### config.mk
export PLATFORM = sky130hd
export DESIGN_NAME = expression_token_scanner_core_flat
export DESIGN_NICKNAME = d
export VERILOG_FILES = /design/src/design/ets_pkg.sv /design/src/design/ets_if.sv /design/src/design/ets_queue.sv /design/src/design/expression_token_scanner_core.sv /design/src/flat_wrapper.sv
export SDC_FILE = /design/constraint.sdc
export NUM_CORES = 1
export LEC_CHECK = 0
export BUFFER_PORTS_ARGS = -buffer_cell sky130_fd_sc_hd__buf_2
export CAP_MARGIN = 20
export CORE_MARGIN = 4
export CORE_UTILIZATION = 57
export DETAILED_ROUTE_END_ITERATION = 10
export GPL_TIMING_DRIVEN = 0
export PLACE_DENSITY = 0.78
export SLEW_MARGIN = 40
export SYNTH_ARGS = -nofsm -noshare
export SYNTH_HDL_FRONTEND = slang
export SYNTH_SLANG_ARGS = --single-unit
### constraint.sdc
create_clock -name i_clk -period 5.3 [get_ports i_clk]
set_input_delay 0.265 -clock i_clk [delete_from_list [all_inputs] [get_ports i_clk]]
set_output_delay 0.265 -clock i_clk [all_outputs]
set_load 0.02 [all_outputs]
### src/design/ets_pkg.sv
// ----------------------------------------------------------------------------
// ets_pkg
// Shared constants, token codes and types of the expression token scanner.
// ----------------------------------------------------------------------------
package ets_pkg;

    localparam int MAX_WORD_LENGTH = 32;
    localparam int VALUE_BITS      = 31;
    localparam int WORD_LEN_BITS   = 8;
    localparam int KIND_BITS       = 4;
    localparam int INT_FIELD_BITS  = 31;

    // result queue
    localparam int QUEUE_DEPTH    = 4;
    localparam int QUEUE_PTR_BITS = $clog2(QUEUE_DEPTH);

    // token kinds
    localparam logic [KIND_BITS-1:0] K_EOF     = 4'd0;
    localparam logic [KIND_BITS-1:0] K_PLUS    = 4'd1;
    localparam logic [KIND_BITS-1:0] K_MINUS   = 4'd2;
    localparam logic [KIND_BITS-1:0] K_STAR    = 4'd3;
    localparam logic [KIND_BITS-1:0] K_SLASH   = 4'd4;
    localparam logic [KIND_BITS-1:0] K_SEMI    = 4'd5;
    localparam logic [KIND_BITS-1:0] K_INT     = 4'd6;
    localparam logic [KIND_BITS-1:0] K_PRINT   = 4'd7;
    localparam logic [KIND_BITS-1:0] K_BADCHAR = 4'd8;
    localparam logic [KIND_BITS-1:0] K_UNKNOWN = 4'd9;
    localparam logic [KIND_BITS-1:0] K_TOOLONG = 4'd10;

    // scanner modes
    localparam logic [1:0] MODE_IDLE = 2'd0;
    localparam logic [1:0] MODE_INT  = 2'd1;
    localparam logic [1:0] MODE_WORD = 2'd2;
    localparam logic [1:0] MODE_HALT = 2'd3;

    // characters
    localparam logic [7:0] CH_PLUS  = 8'h2B;
    localparam logic [7:0] CH_MINUS = 8'h2D;
    localparam logic [7:0] CH_STAR  = 8'h2A;
    localparam logic [7:0] CH_SLASH = 8'h2F;
    localparam logic [7:0] CH_SEMI  = 8'h3B;
    localparam logic [7:0] CH_UNDER = 8'h5F;
    localparam logic [7:0] CH_SPACE = 8'h20;
    localparam logic [7:0] CH_ZERO  = 8'h30;

    localparam logic [2:0] KW_LEN = 3'd5;

    typedef struct packed {
        logic [KIND_BITS-1:0]      token_kind;
        logic [INT_FIELD_BITS-1:0] num_value;
        logic                      int_overflow;
        logic [7:0]                bad_byte;
        logic                      last_result;
    } t_token;

    // characters of the keyword "print"
    function automatic logic [7:0] kw_char(input logic [2:0] pos);
        logic [7:0] c;
        case (pos)
            3'd0:    c = 8'h70;
            3'd1:    c = 8'h72;
            3'd2:    c = 8'h69;
            3'd3:    c = 8'h6E;
            3'd4:    c = 8'h74;
            default: c = 8'h00;
        endcase
        return c;
    endfunction

    function automatic logic is_digit(input logic [7:0] c);
        return (c >= 8'h30) && (c <= 8'h39);
    endfunction

    function automatic logic is_alpha(input logic [7:0] c);
        return ((c >= 8'h61) && (c <= 8'h7A)) || ((c >= 8'h41) && (c <= 8'h5A));
    endfunction

    function automatic logic is_space(input logic [7:0] c);
        return (c == CH_SPACE) || ((c >= 8'd9) && (c <= 8'd13));
    endfunction

endpackage

### src/design/ets_if.sv
// ----------------------------------------------------------------------------
// ets_if
// Valid/ready channels of the scanner: source bytes in, tokens out.
// ----------------------------------------------------------------------------
interface ets_byte_if;
    logic       valid;
    logic       ready;
    logic [7:0] in_byte;
    logic       end_of_input;

    modport source (output valid, output in_byte, output end_of_input, input ready);
    modport sink   (input valid, input in_byte, input end_of_input, output ready);
endinterface

interface ets_token_if
    import ets_pkg::*;
();
    logic                      valid;
    logic                      ready;
    logic [KIND_BITS-1:0]      token_kind;
    logic [INT_FIELD_BITS-1:0] num_value;
    logic                      int_overflow;
    logic [7:0]                bad_byte;
    logic                      last_result;

    modport source (output valid, output token_kind, output num_value,
                    output int_overflow, output bad_byte, output last_result,
                    input ready);
    modport sink   (input valid, input token_kind, input num_value,
                    input int_overflow, input bad_byte, input last_result,
                    output ready);
endinterface

### src/design/ets_queue.sv
// ----------------------------------------------------------------------------
// ets_queue
// Small result queue: takes up to two tokens per cycle, gives one.
// ----------------------------------------------------------------------------
module ets_queue
    import ets_pkg::*;
(
    input  logic   i_clk,
    input  logic   i_rst_n,
    input  logic   i_wr0,
    input  logic   i_wr1,
    input  t_token i_tok0,
    input  t_token i_tok1,
    output logic   o_room2,
    output logic   o_valid,
    output t_token o_tok,
    input  logic   i_pop
);

    t_token                  r_mem [QUEUE_DEPTH];
    logic [QUEUE_PTR_BITS-1:0] r_wr_ptr, n_wr_ptr;
    logic [QUEUE_PTR_BITS-1:0] r_rd_ptr, n_rd_ptr;
    logic [QUEUE_PTR_BITS:0]   r_count, n_count;
    logic [QUEUE_PTR_BITS-1:0] wr_ptr1;
    logic                      pop;
    logic [1:0]                n_wr;

    assign o_room2 = (r_count <= (QUEUE_PTR_BITS+1)'(QUEUE_DEPTH - 2));
    assign o_valid = (r_count != '0);
    assign o_tok   = r_mem[r_rd_ptr];
    assign pop     = i_pop && o_valid;
    assign wr_ptr1 = r_wr_ptr + 1'b1;
    assign n_wr    = {1'b0, i_wr0} + {1'b0, i_wr1};

    always_comb begin
        n_wr_ptr = r_wr_ptr + QUEUE_PTR_BITS'(n_wr);
        n_rd_ptr = r_rd_ptr + QUEUE_PTR_BITS'(pop);
        n_count  = r_count + (QUEUE_PTR_BITS+1)'(n_wr) - (QUEUE_PTR_BITS+1)'(pop);
    end

    always_ff @(posedge i_clk) begin
        if (!i_rst_n) begin
            r_wr_ptr <= '0;
            r_rd_ptr <= '0;
            r_count  <= '0;
        end else begin
            r_wr_ptr <= n_wr_ptr;
            r_rd_ptr <= n_rd_ptr;
            r_count  <= n_count;
        end
    end

    // second token only ever follows a first one
    always_ff @(posedge i_clk) begin
        if (i_wr0) begin
            r_mem[r_wr_ptr] <= i_tok0;
        end
        if (i_wr0 && i_wr1) begin
            r_mem[wr_ptr1] <= i_tok1;
        end
    end

endmodule

### src/design/expression_token_scanner_core.sv
// ----------------------------------------------------------------------------
// expression_token_scanner_core
// Byte-at-a-time lexical scanner for integers, operators and the print keyword.
// ----------------------------------------------------------------------------
// One source byte (or end-of-input request) is taken per clock while the
// four-entry result queue has room for two tokens; the scanner state is
// updated in the same cycle and the up to two resulting tokens are written
// into the queue registers before they appear on the output. While the sink is
// ready, the output drains one token per cycle, so a stream averages one byte
// per cycle unless many bytes each give two tokens, in which case the output
// port sets the pace. After any error token the scanner swallows all further
// input without result until reset.
module expression_token_scanner_core
    import ets_pkg::*;
(
    input  logic            i_clk,
    input  logic            i_rst_n,
    ets_byte_if.sink        i_src,
    ets_token_if.source     o_tok
);

    logic [1:0]               r_mode, n_mode;
    logic [VALUE_BITS-1:0]    r_acc, n_acc;
    logic                     r_sat, n_sat;
    logic [2:0]               r_kw_pos, n_kw_pos;
    logic                     r_kw_ok, n_kw_ok;
    logic [WORD_LEN_BITS-1:0] r_len, n_len;

    logic       room2;
    logic       accept;
    logic [7:0] c;
    logic       eoi;
    logic       wr0, wr1;
    t_token     tok0, tok1, tok_q;
    logic       q_valid;

    logic [VALUE_BITS+3:0] prod;
    logic                  prod_ovf;
    logic                  kw_hit;
    logic                  word_ch;

    assign c       = i_src.in_byte;
    assign eoi     = i_src.end_of_input;
    assign accept  = i_src.valid && room2;
    assign i_src.ready = room2;
    assign word_ch = is_alpha(c) || is_digit(c) || (c == CH_UNDER);

    // acc*10 + digit, overflow when it leaves the value range
    assign prod = ({4'b0, r_acc} << 3) + ({4'b0, r_acc} << 1)
                + (VALUE_BITS+4)'(c - CH_ZERO);
    assign prod_ovf = (prod[VALUE_BITS+3:VALUE_BITS] != 4'd0);

    assign kw_hit = r_kw_ok && (r_kw_pos < KW_LEN) && (c == kw_char(r_kw_pos));

    always_comb begin
        logic   go_start;
        logic   have0;
        logic   have_s;
        t_token ts;

        n_mode   = r_mode;
        n_acc    = r_acc;
        n_sat    = r_sat;
        n_kw_pos = r_kw_pos;
        n_kw_ok  = r_kw_ok;
        n_len    = r_len;
        tok0     = '0;
        tok1     = '0;
        ts       = '0;
        go_start = 1'b0;
        have0    = 1'b0;
        have_s   = 1'b0;

        case (r_mode)
            MODE_INT: begin
                if (!eoi && is_digit(c)) begin
                    if (prod_ovf) begin
                        n_acc = '1;
                        n_sat = 1'b1;
                    end else begin
                        n_acc = prod[VALUE_BITS-1:0];
                    end
                end else begin
                    tok0.token_kind   = K_INT;
                    tok0.num_value    = INT_FIELD_BITS'(r_acc);
                    tok0.int_overflow = r_sat;
                    have0    = 1'b1;
                    n_mode   = MODE_IDLE;
                    n_acc    = '0;
                    n_sat    = 1'b0;
                    go_start = 1'b1;
                end
            end
            MODE_WORD: begin
                if (!eoi && word_ch) begin
                    if (r_len >= WORD_LEN_BITS'(MAX_WORD_LENGTH)) begin
                        tok0.token_kind = K_TOOLONG;
                        have0  = 1'b1;
                        n_mode = MODE_HALT;
                    end else begin
                        if (kw_hit) begin
                            n_kw_pos = r_kw_pos + 3'd1;
                        end else begin
                            n_kw_ok = 1'b0;
                        end
                        n_len = r_len + 1'b1;
                    end
                end else if (r_kw_ok && (r_kw_pos == KW_LEN)) begin
                    tok0.token_kind = K_PRINT;
                    have0    = 1'b1;
                    n_mode   = MODE_IDLE;
                    n_kw_pos = 3'd0;
                    n_kw_ok  = 1'b1;
                    n_len    = '0;
                    go_start = 1'b1;
                end else begin
                    // unknown word: the ending byte is dropped
                    tok0.token_kind = K_UNKNOWN;
                    have0  = 1'b1;
                    n_mode = MODE_HALT;
                end
            end
            MODE_IDLE: begin
                go_start = 1'b1;
            end
            default: begin
            end
        endcase

        if (go_start) begin
            if (eoi) begin
                ts.token_kind = K_EOF;
                have_s = 1'b1;
            end else if (is_space(c)) begin
                have_s = 1'b0;
            end else if (c == CH_PLUS) begin
                ts.token_kind = K_PLUS;
                have_s = 1'b1;
            end else if (c == CH_MINUS) begin
                ts.token_kind = K_MINUS;
                have_s = 1'b1;
            end else if (c == CH_STAR) begin
                ts.token_kind = K_STAR;
                have_s = 1'b1;
            end else if (c == CH_SLASH) begin
                ts.token_kind = K_SLASH;
                have_s = 1'b1;
            end else if (c == CH_SEMI) begin
                ts.token_kind = K_SEMI;
                have_s = 1'b1;
            end else if (is_digit(c)) begin
                n_mode = MODE_INT;
                n_acc  = VALUE_BITS'(c - CH_ZERO);
                n_sat  = 1'b0;
            end else if (is_alpha(c) || (c == CH_UNDER)) begin
                // first word character is matched against position zero
                n_mode   = MODE_WORD;
                n_kw_ok  = (c == kw_char(3'd0));
                n_kw_pos = (c == kw_char(3'd0)) ? 3'd1 : 3'd0;
                n_len    = WORD_LEN_BITS'(1);
            end else begin
                ts.token_kind = K_BADCHAR;
                ts.bad_byte   = c;
                have_s = 1'b1;
                n_mode = MODE_HALT;
            end
        end

        if (have0) begin
            if (have_s) begin
                tok1 = ts;
                tok1.last_result = 1'b1;
            end else begin
                tok0.last_result = 1'b1;
            end
        end else begin
            tok0 = ts;
            tok0.last_result = 1'b1;
        end

        wr0 = accept && (have0 || have_s);
        wr1 = accept && have0 && have_s;
    end

    always_ff @(posedge i_clk) begin
        if (!i_rst_n) begin
            r_mode   <= MODE_IDLE;
            r_acc    <= '0;
            r_sat    <= 1'b0;
            r_kw_pos <= 3'd0;
            r_kw_ok  <= 1'b1;
            r_len    <= '0;
        end else if (accept) begin
            r_mode   <= n_mode;
            r_acc    <= n_acc;
            r_sat    <= n_sat;
            r_kw_pos <= n_kw_pos;
            r_kw_ok  <= n_kw_ok;
            r_len    <= n_len;
        end
    end

    ets_queue u_queue (
        .i_clk   (i_clk),
        .i_rst_n (i_rst_n),
        .i_wr0   (wr0),
        .i_wr1   (wr1),
        .i_tok0  (tok0),
        .i_tok1  (tok1),
        .o_room2 (room2),
        .o_valid (q_valid),
        .o_tok   (tok_q),
        .i_pop   (o_tok.ready)
    );

    assign o_tok.valid        = q_valid;
    assign o_tok.token_kind   = tok_q.token_kind;
    assign o_tok.num_value    = tok_q.num_value;
    assign o_tok.int_overflow = tok_q.int_overflow;
    assign o_tok.bad_byte     = tok_q.bad_byte;
    assign o_tok.last_result  = tok_q.last_result;

endmodule
### src/flat_wrapper.sv
// flat-port wrapper written by rule: the top's interface ports become plain ports
module expression_token_scanner_core_flat import ets_pkg::*;
  (i_clk, i_rst_n, i_src_valid, i_src_in_byte, i_src_end_of_input, i_src_ready, o_tok_valid, o_tok_token_kind, o_tok_num_value, o_tok_int_overflow, o_tok_bad_byte, o_tok_last_result, o_tok_ready);
  ets_byte_if i_src_i ();
  ets_token_if o_tok_i ();
  input  logic i_clk;
  input  logic i_rst_n;
  input wire logic [$bits(i_src_i.valid)-1:0] i_src_valid;
  input wire logic [$bits(i_src_i.in_byte)-1:0] i_src_in_byte;
  input wire logic [$bits(i_src_i.end_of_input)-1:0] i_src_end_of_input;
  output wire logic [$bits(i_src_i.ready)-1:0] i_src_ready;
  output wire logic [$bits(o_tok_i.valid)-1:0] o_tok_valid;
  output wire logic [$bits(o_tok_i.token_kind)-1:0] o_tok_token_kind;
  output wire logic [$bits(o_tok_i.num_value)-1:0] o_tok_num_value;
  output wire logic [$bits(o_tok_i.int_overflow)-1:0] o_tok_int_overflow;
  output wire logic [$bits(o_tok_i.bad_byte)-1:0] o_tok_bad_byte;
  output wire logic [$bits(o_tok_i.last_result)-1:0] o_tok_last_result;
  input wire logic [$bits(o_tok_i.ready)-1:0] o_tok_ready;
  assign i_src_i.valid = i_src_valid;
  assign i_src_i.in_byte = i_src_in_byte;
  assign i_src_i.end_of_input = i_src_end_of_input;
  assign i_src_ready = i_src_i.ready;
  assign o_tok_valid = o_tok_i.valid;
  assign o_tok_token_kind = o_tok_i.token_kind;
  assign o_tok_num_value = o_tok_i.num_value;
  assign o_tok_int_overflow = o_tok_i.int_overflow;
  assign o_tok_bad_byte = o_tok_i.bad_byte;
  assign o_tok_last_result = o_tok_i.last_result;
  assign o_tok_i.ready = o_tok_ready;
  expression_token_scanner_core u_core (.i_clk(i_clk), .i_rst_n(i_rst_n), .i_src(i_src_i), .o_tok(o_tok_i));
endmodule
==> results of run 1 <==
[power groups by stage]
stage | clock network [uW] | logic [uW] | registers, uW
5_1_grt | 1960 | 1720 | 2030
2_1_floorplan | 0 | 1150 | 2010
3_3_place_gp | 0 | 1520 | 2050
6_report | 1880 | 1580 | 2020
4_1_cts | 1880 | 1560 | 2010
3_5_place_dp | 0 | 1550 | 2050
[registers in the layout, summed over array words and instances (netlist names)]
signal                   cells
u_core.u_queue.r_mem       180
u_core.r_sat                 1
u_core.r_kw_ok               1
u_core.r_mode                2
u_core.r_len                 8
u_core.u_queue.r_count       3
u_core.u_queue.r_rd_ptr      2
u_core.r_acc                31
u_core.u_queue.r_wr_ptr      2
u_core.r_kw_pos              3
[area by class of cell]
type / count / area, um2
tap: 324 / 405
inverter: 56 / 213
clock inverter: 13 / 194
timing repair buffer: 57 / 308
clock buffer: 33 / 706
fill: 2003 / 8620
buffer: 111 / 510
sequential: 233 / 5180
multi-input combinational: 1168 / 8110
[critical path: cells and delay by family (launching register included)]
kind            cells  cell delay (ns)
simple gates        5             1.52
fa+ha+maj           2             0.32
buf+inv             4             1.42
flops               1             0.40
compound gates      3             0.89
[how the worst max path moves through the flow]
stage / startpoint / endpoint / cells past startpoint
after floorplan: i_src_in_byte[4] / u_core.r_acc[6]$_SDFFE_PN0P_ / 18
after global placement: i_src_in_byte[4] / u_core.r_acc[5]$_SDFFE_PN0P_ / 19
after detailed placement: i_src_in_byte[4] / u_core.r_acc[6]$_SDFFE_PN0P_ / 20
after CTS: i_src_in_byte[4] / u_core.r_acc[6]$_SDFFE_PN0P_ / 20
after global routing: i_src_in_byte[4] / u_core.r_acc[6]$_SDFFE_PN0P_ / 20
final: u_core.r_mode[0]$_SDFFE_PN0P_ / u_core.u_queue.r_mem[1][44]$_DFFE_PP_ / 14
[routing by layer]
metal | global-route usage (%) | share of wire [%] | vias to the layer above | wire length [um]
li1 | - | - | 5888 | -
met1 | 39.2 | 40 | 6131 | 16300
met2 | 48.4 | 47 | 666 | 18900
met3 | 4.64 | 9.0 | 141 | 3630
met4 | 12.5 | 3.7 | 0 | 1490
met5 | 0 | 0 | - | 0
[cell families after synthesis]
logic type / synth area share, %
xor gates and xnor gates: 2.25
buffers and inverters: 5.11
AOI/OAI and AO/OA: 19.6
adders and majority gates: 9.62
DFF: 37.0
muxes: 7.53
and+or+nand+nor: 18.8
[layout by cell type (no fill, tap or decap), types with 10 or more instances in the layout]
cell / count
a21o_1: 17
and3_1: 16
nand3_1: 150
inv_1: 55
o21ai_0: 80
nor2_1: 79
a21oi_1: 167
buf_2: 91
clkbuf_16: 25
nor3_1: 24
fa_1: 31
xor2_1: 17
and2_1: 16
ha_1: 58
clkbuf_1: 66
o211ai_1: 10
mux4_2: 45
a211oi_1: 28
or3_1: 13
a31oi_1: 17
o22ai_1: 22
edfxtp_1: 52
xnor2_1: 19
nor2b_1: 11
nand2_1: 205
dfxtp_1: 181
[stage by stage]
stage / hold slack, ns / power, uW
global placement: 0.420 / 3560
floorplan: 0.408 / 3160
finish: 0.249 / 5480
global route: 0.273 / 5700
detailed placement: 0.419 / 3600
CTS: 0.237 / 5450
[what timing repair did]
item	in CTS	in global routing
setup endpoints to repair	0	20
setup buffers	0	0
gates resized for setup	0	4
==> flow_metrics.py, run 1 <==
metrics = {
    "outcome": {
        "status": "finished clean",
    },
    "power_and_ir_drop": {
        "p_int_uw": 3610,
        "clkPwrFrac_pct": 34.3,
        "ir_drop_uv": 236,
        "swShare_pct": 34.1,
        "pwr-share-comb_pct": 28.8,
        "p_sw_uw": 1870,
        "p_leak_uw": 0.00593,
        "pwr_density_cell_mw_per_mm2": 350,
        "seqPwrFrac_pct": 36.8,
    },
    "cts": {
        "numCtsBuffers": 25,
        "path_clk_slew_ns": 0.06,
        "ctsHoldBuffers": 0,
        "cts-root-buf": "clkbuf_16",
        "cts_tree": "built",
        "clock_latency_ns": 0.52,
        "cts_buffer_depth": 3,
        "cts_sinks": 233,
        "htreeDepth": 1,
    },
    "worst_setup_path": {
        "cp.arrival_ns": 5.09,
        "r2r_cells": 14,
        "reg2reg_slack_ns": 0.36,
        "path_class": "flop to flop",
        "slowest_delay_ns": 0.57,
        "path_cells": "ha_1, clkbuf_1, o31a_1, nor2_4, and2_1, o22ai_1, nand2_2, buf_2, a21oi_1, ha_1, clkbuf_1, nand2_1, clkbuf_1, nand2_1",
        "regToRegStartpoint": "u_core.r_mode[0]$_SDFFE_PN0P_",
        "crit_path_start_kind": "flop",
        "end_kind": "flop",
        "crit_top_cell": "clkbuf_1",
        "r2r_end": "u_core.u_queue.r_mem[1][44]$_DFFE_PP_",
        "cp_max_fo": 13,
        "crit_path_top_delay_cell": "nand2_1",
        "crit_required_ns": 5.45,
    },
    "synthesis": {
        "synth_cells": 1568,
        "synth_edf_count": 52,
        "synth.area.top_cells": "dfxtp_1 26%, edfxtp_1 11%, mux4_2 7.2%, a21oi_1 6.0%, nand2_1 5.5%",
        "yosysTopAreaCell": "dfxtp_1",
        "syn_nets": 1670,
        "ys_types": 88,
        "yosys_warnings": 0,
        "avgSynthCellArea_um2": 8.93,
        "synth_common_cells": "205 x nand2_1, 181 x dfxtp_1, 167 x a21oi_1, 150 x nand3_1, 80 x o21ai_0",
        "synthArstFlopShare_pct": 0,
        "synth_seq_cells": 233,
        "synth_flop_cell": "dfxtp_1",
        "synth.most_common_cell": "nand2_1",
        "netlist_area_mm2": 0.0140,
        "yosysSeqAreaShare_pct": 37.0,
        "yosysTopAreaCellShare_pct": 25.9,
    },
    "drt": {
        "wl_um": 40300,
        "dr.pass1.iters": 7,
        "wl_per_cell_um": 20.2,
        "viasPerCell": 6.43,
        "ant_nets": 0,
        "drt_iter0_markers": 1712,
        "drc": 0,
        "vias": 12800,
    },
    "timing": {
        "report.final.slew_viol_count": 0,
        "setup_viol": 0,
        "rsz0062_at_grt": "no",
        "finClkSkew_ns": 0.0182,
        "max_freq_mhz": 202,
        "fin_ws_ns": 0.356,
        "period_share_pct": 93.3,
        "period_needed_ns": 4.94,
        "worstMarginPinSlew_ns": 0.816,
        "slew_headroom_pct": 45.6,
        "final.setup.tns_ns": 0,
        "hold_viol_final": 0,
    },
    "die": {
        "core_area_mm2": 0.0242,
        "die_x_um": 165,
        "die_h_um": 165,
        "rows": 57,
        "ios": 60,
        "initial_utilization_pct": 57.7,
        "die_area_mm2": 0.0271,
    },
    "final_layout": {
        "fin_nets": 1754,
        "final_cells": 1995,
        "final_area_mm2": 0.0156,
        "antenna_cells": 0,
        "drive_above_1_share_pct": 13.6,
        "fin_util_pct": 64.5,
        "areaGrowthSynthToFinish_pct": 11.7,
    },
    "placed_design": {
        "dp_worst_setup_slack_ns": -0.304,
        "dp_cells": 1949,
        "hpwl_um": 29000,
        "place.gp.congestion": 0.959,
        "dpl-instance-area_mm2": 0.0147,
        "portBuffers": 56,
    },
    "grt": {
        "grt_pass1_wl_um": 64500,
        "overflow": 0,
        "grt_max_degree": 15,
        "antenna_found_initial": 0,
        "track_usage_pct": 29.6,
        "grt_pass1_vias": 12600,
    },
    "worst_hold_path": {
        "hp-start": "o_tok_ready",
        "hold_end": "u_core.u_queue.r_rd_ptr[0]$_SDFF_PN0_",
        "min_path_cells": 4,
        "worstHoldPathType": "primary input to flop",
    },
    "run": {
        "maxCapViolCount": 0,
    },
}
Note: power is estimated with default switching activity, not from simulation.
==> run 2, diff against run 1 <==
--- a/config.mk
+++ b/config.mk
@@ -8,10 +8,9 @@
 export BUFFER_PORTS_ARGS = -buffer_cell sky130_fd_sc_hd__buf_2
 export CAP_MARGIN = 20
 export CORE_MARGIN = 4
-export CORE_UTILIZATION = 57
+export CORE_UTILIZATION = 30
 export DETAILED_ROUTE_END_ITERATION = 10
 export GPL_TIMING_DRIVEN = 0
-export PLACE_DENSITY = 0.78
 export SLEW_MARGIN = 40
 export SYNTH_ARGS = -nofsm -noshare
 export SYNTH_HDL_FRONTEND = slang
==> run 2 against run 1 <==
Cell area grew 1.5%. Combinational power is essentially flat. Worst hold slack gained 0.011 ns. Via count shrank 1.9%. Maximum frequency shrank 0.18%. Cell count grew 14%. Worst setup slack lost 0.0088 ns. First-iteration DRC count shrank 36%. Die area grew 85%. Utilization shrank 30 points. Routed wire length grew 9.6%. Clock skew shrank 0.00062 ns. Highest routed layer is now met5.
==> flow_metrics.py, run 2 (same netlist as run 1, synthesis figures left out) <==
metrics = {
    "cts": {
        "htreeDepth": 1,
        "clock_latency_ns": 0.52,
        "cts_buffer_depth": 3,
        "numCtsBuffers": 25,
        "ctsHoldBuffers": 0,
        "cts_sinks": 233,
        "cts_tree": "built",
        "cts.repair.resized": 0,
        "path_clk_slew_ns": 0.06,
        "cts_setup_buffers": 0,
        "cts-root-buf": "clkbuf_16",
    },
    "placed_design": {
        "dp_cells": 2225,
        "place.gp.congestion": 0.906,
        "hpwl_um": 32600,
        "dp_worst_setup_slack_ns": -0.521,
        "portBuffers": 56,
    },
    "final_layout": {
        "layout_common_cells": "204 x nand2_1, 181 x dfxtp_1, 167 x a21oi_1",
        "fin_util_pct": 34.7,
        "top_regs": "u_core.u_queue.r_mem x180, u_core.r_acc x31, u_core.r_len x8",
        "top_register": "u_core.u_queue.r_mem",
        "drive_above_1_share_pct": 13.4,
        "final_cells": 2269,
        "antenna_cells": 0,
        "fin_nets": 1754,
        "largest_register_ffs": 180,
        "mostFrequentLayoutCell": "nand2_1",
        "areaGrowthSynthToFinish_pct": 13.4,
    },
    "drt": {
        "dr.pass1.iters": 5,
        "drt_iter0_markers": 1092,
        "viasPerCell": 5.55,
        "wl_per_cell_um": 19.5,
        "ant_nets": 0,
        "wl_um": 44200,
        "drc": 0,
        "vias": 12600,
    },
    "grt": {
        "grtUsageMet3_pct": 2.18,
        "grt_max_degree": 15,
        "met2_usage_pct": 28.6,
        "grt_pass1_wl_um": 69200,
        "met1_usage_pct": 22.7,
        "grt_pass1_vias": 12400,
        "track_usage_pct": 16.9,
        "busiest_layer": "met2",
        "antenna_found_initial": 1,
        "overflow": 0,
    },
    "worst_setup_path": {
        "crit_required_ns": 5.69,
        "path_class": "primary input to flop",
        "cp.arrival_ns": 5.35,
        "end_kind": "flop",
        "crit_path_start_kind": "primary input",
        "cp_max_fo": 13,
    },
    "die": {
        "ios": 60,
        "rows": 78,
        "core_area_mm2": 0.0458,
        "initial_utilization_pct": 30.6,
        "die_h_um": 224,
        "die_area_mm2": 0.0502,
        "die_x_um": 224,
    },
    "timing": {
        "period_share_pct": 93.4,
        "finClkSkew_ns": 0.0175,
        "holdWs_ns": 0.259,
        "max_freq_mhz": 202,
        "fin_ws_ns": 0.348,
        "report.final.slew_viol_count": 0,
        "rsz0062_at_grt": "no",
        "slew_headroom_pct": 45.3,
        "period_needed_ns": 4.95,
        "worstMarginPinSlew_ns": 0.821,
        "hold_viol_final": 0,
        "setup_viol": 0,
        "final.setup.tns_ns": 0,
    },
    "power_and_ir_drop": {
        "p_leak_uw": 0.00587,
        "ir_drop_uv": 218,
        "pwr_density_cell_mw_per_mm2": 336,
    },
    "worst_hold_path": {
        "worstHoldPathType": "primary input to flop",
    },
    "outcome": {
        "status": "finished clean",
    },
    "run": {
        "maxCapViolCount": 0,
    },
}
[run 2: changes by cell type in the layout (fill, tap and decap cells not counted)]
cell	change
nand2_2	+1
clkbuf_8	-3
clkbuf_1	+2
clkbuf_16	+1
clkinv_8	-1
inv_6	-2
nand2_1	-1
clkinv_2	+2
clkinvlp_4	+1
clkbuf_2	+1
bufinv_16	-3
[run 2: cell type report]
class | count | area [um2]
Clock buffer | 34 | 701
Timing Repair Buffer | 57 | 308
Buffer | 111 | 512
Sequential cell | 233 | 5180
Clock inverter | 10 | 85.1
Tap cell | 600 | 751
Inverter | 56 | 215
Fill cell | 4658 | 29900
Multi-Input combinational cell | 1168 | 8110
[run 2: final timing paths]
check	from	to	slack, ns	cells past startpoint
setup / recovery	i_src_in_byte[4]	u_core.r_acc[4]$_SDFFE_PN0P_	0.35	20
hold / removal	o_tok_ready	u_core.u_queue.r_rd_ptr[0]$_SDFF_PN0_	0.26	4
setup reg to reg	u_core.r_mode[1]$_SDFFE_PN0P_	u_core.u_queue.r_mem[1][0]$_DFFE_PP_	0.57	15
hold reg to reg	u_core.r_len[6]$_SDFFE_PN0P_	u_core.r_len[6]$_SDFFE_PN0P_	0.44	2
[run 2: critical path, cell delays in order]
cell       delay (ns)
buf_2            0.15
ha_1             0.20
buf_2            0.19
inv_1            0.25
nand2_1          0.32
inv_6            0.29
buf_16           0.20
fa_1             0.41
ha_1             0.29
buf_2            0.16
and3_1           0.19
a2111oi_0        0.35
o21ai_0          0.16
a21o_1           0.26
a41o_1           0.26
xnor2_1          0.14
o2111ai_1        0.39
nor2_4           0.39
buf_2            0.30
o21ai_0          0.15
[run 2: stage by stage]
step	total power [uW]	instance area, um2
detailed placement	3650	15100
CTS	5350	15800
global placement	3630	15000
finish	5330	15900
global route	5570	15900
floorplan	3160	14000
[run 2: routing by layer]
layer,wire length (um),part of all wire (%)
met5,12,0.027
met4,1090,2.5
met3,2830,6.4
met2,20900,47
met1,19300,44
[run 2: report_power, final]
group          internal, uW  switching, uW  leakage (uW)
combinational           555           1050       0.00353
clock                   975            725      0.000384
sequential             1910            110       0.00196
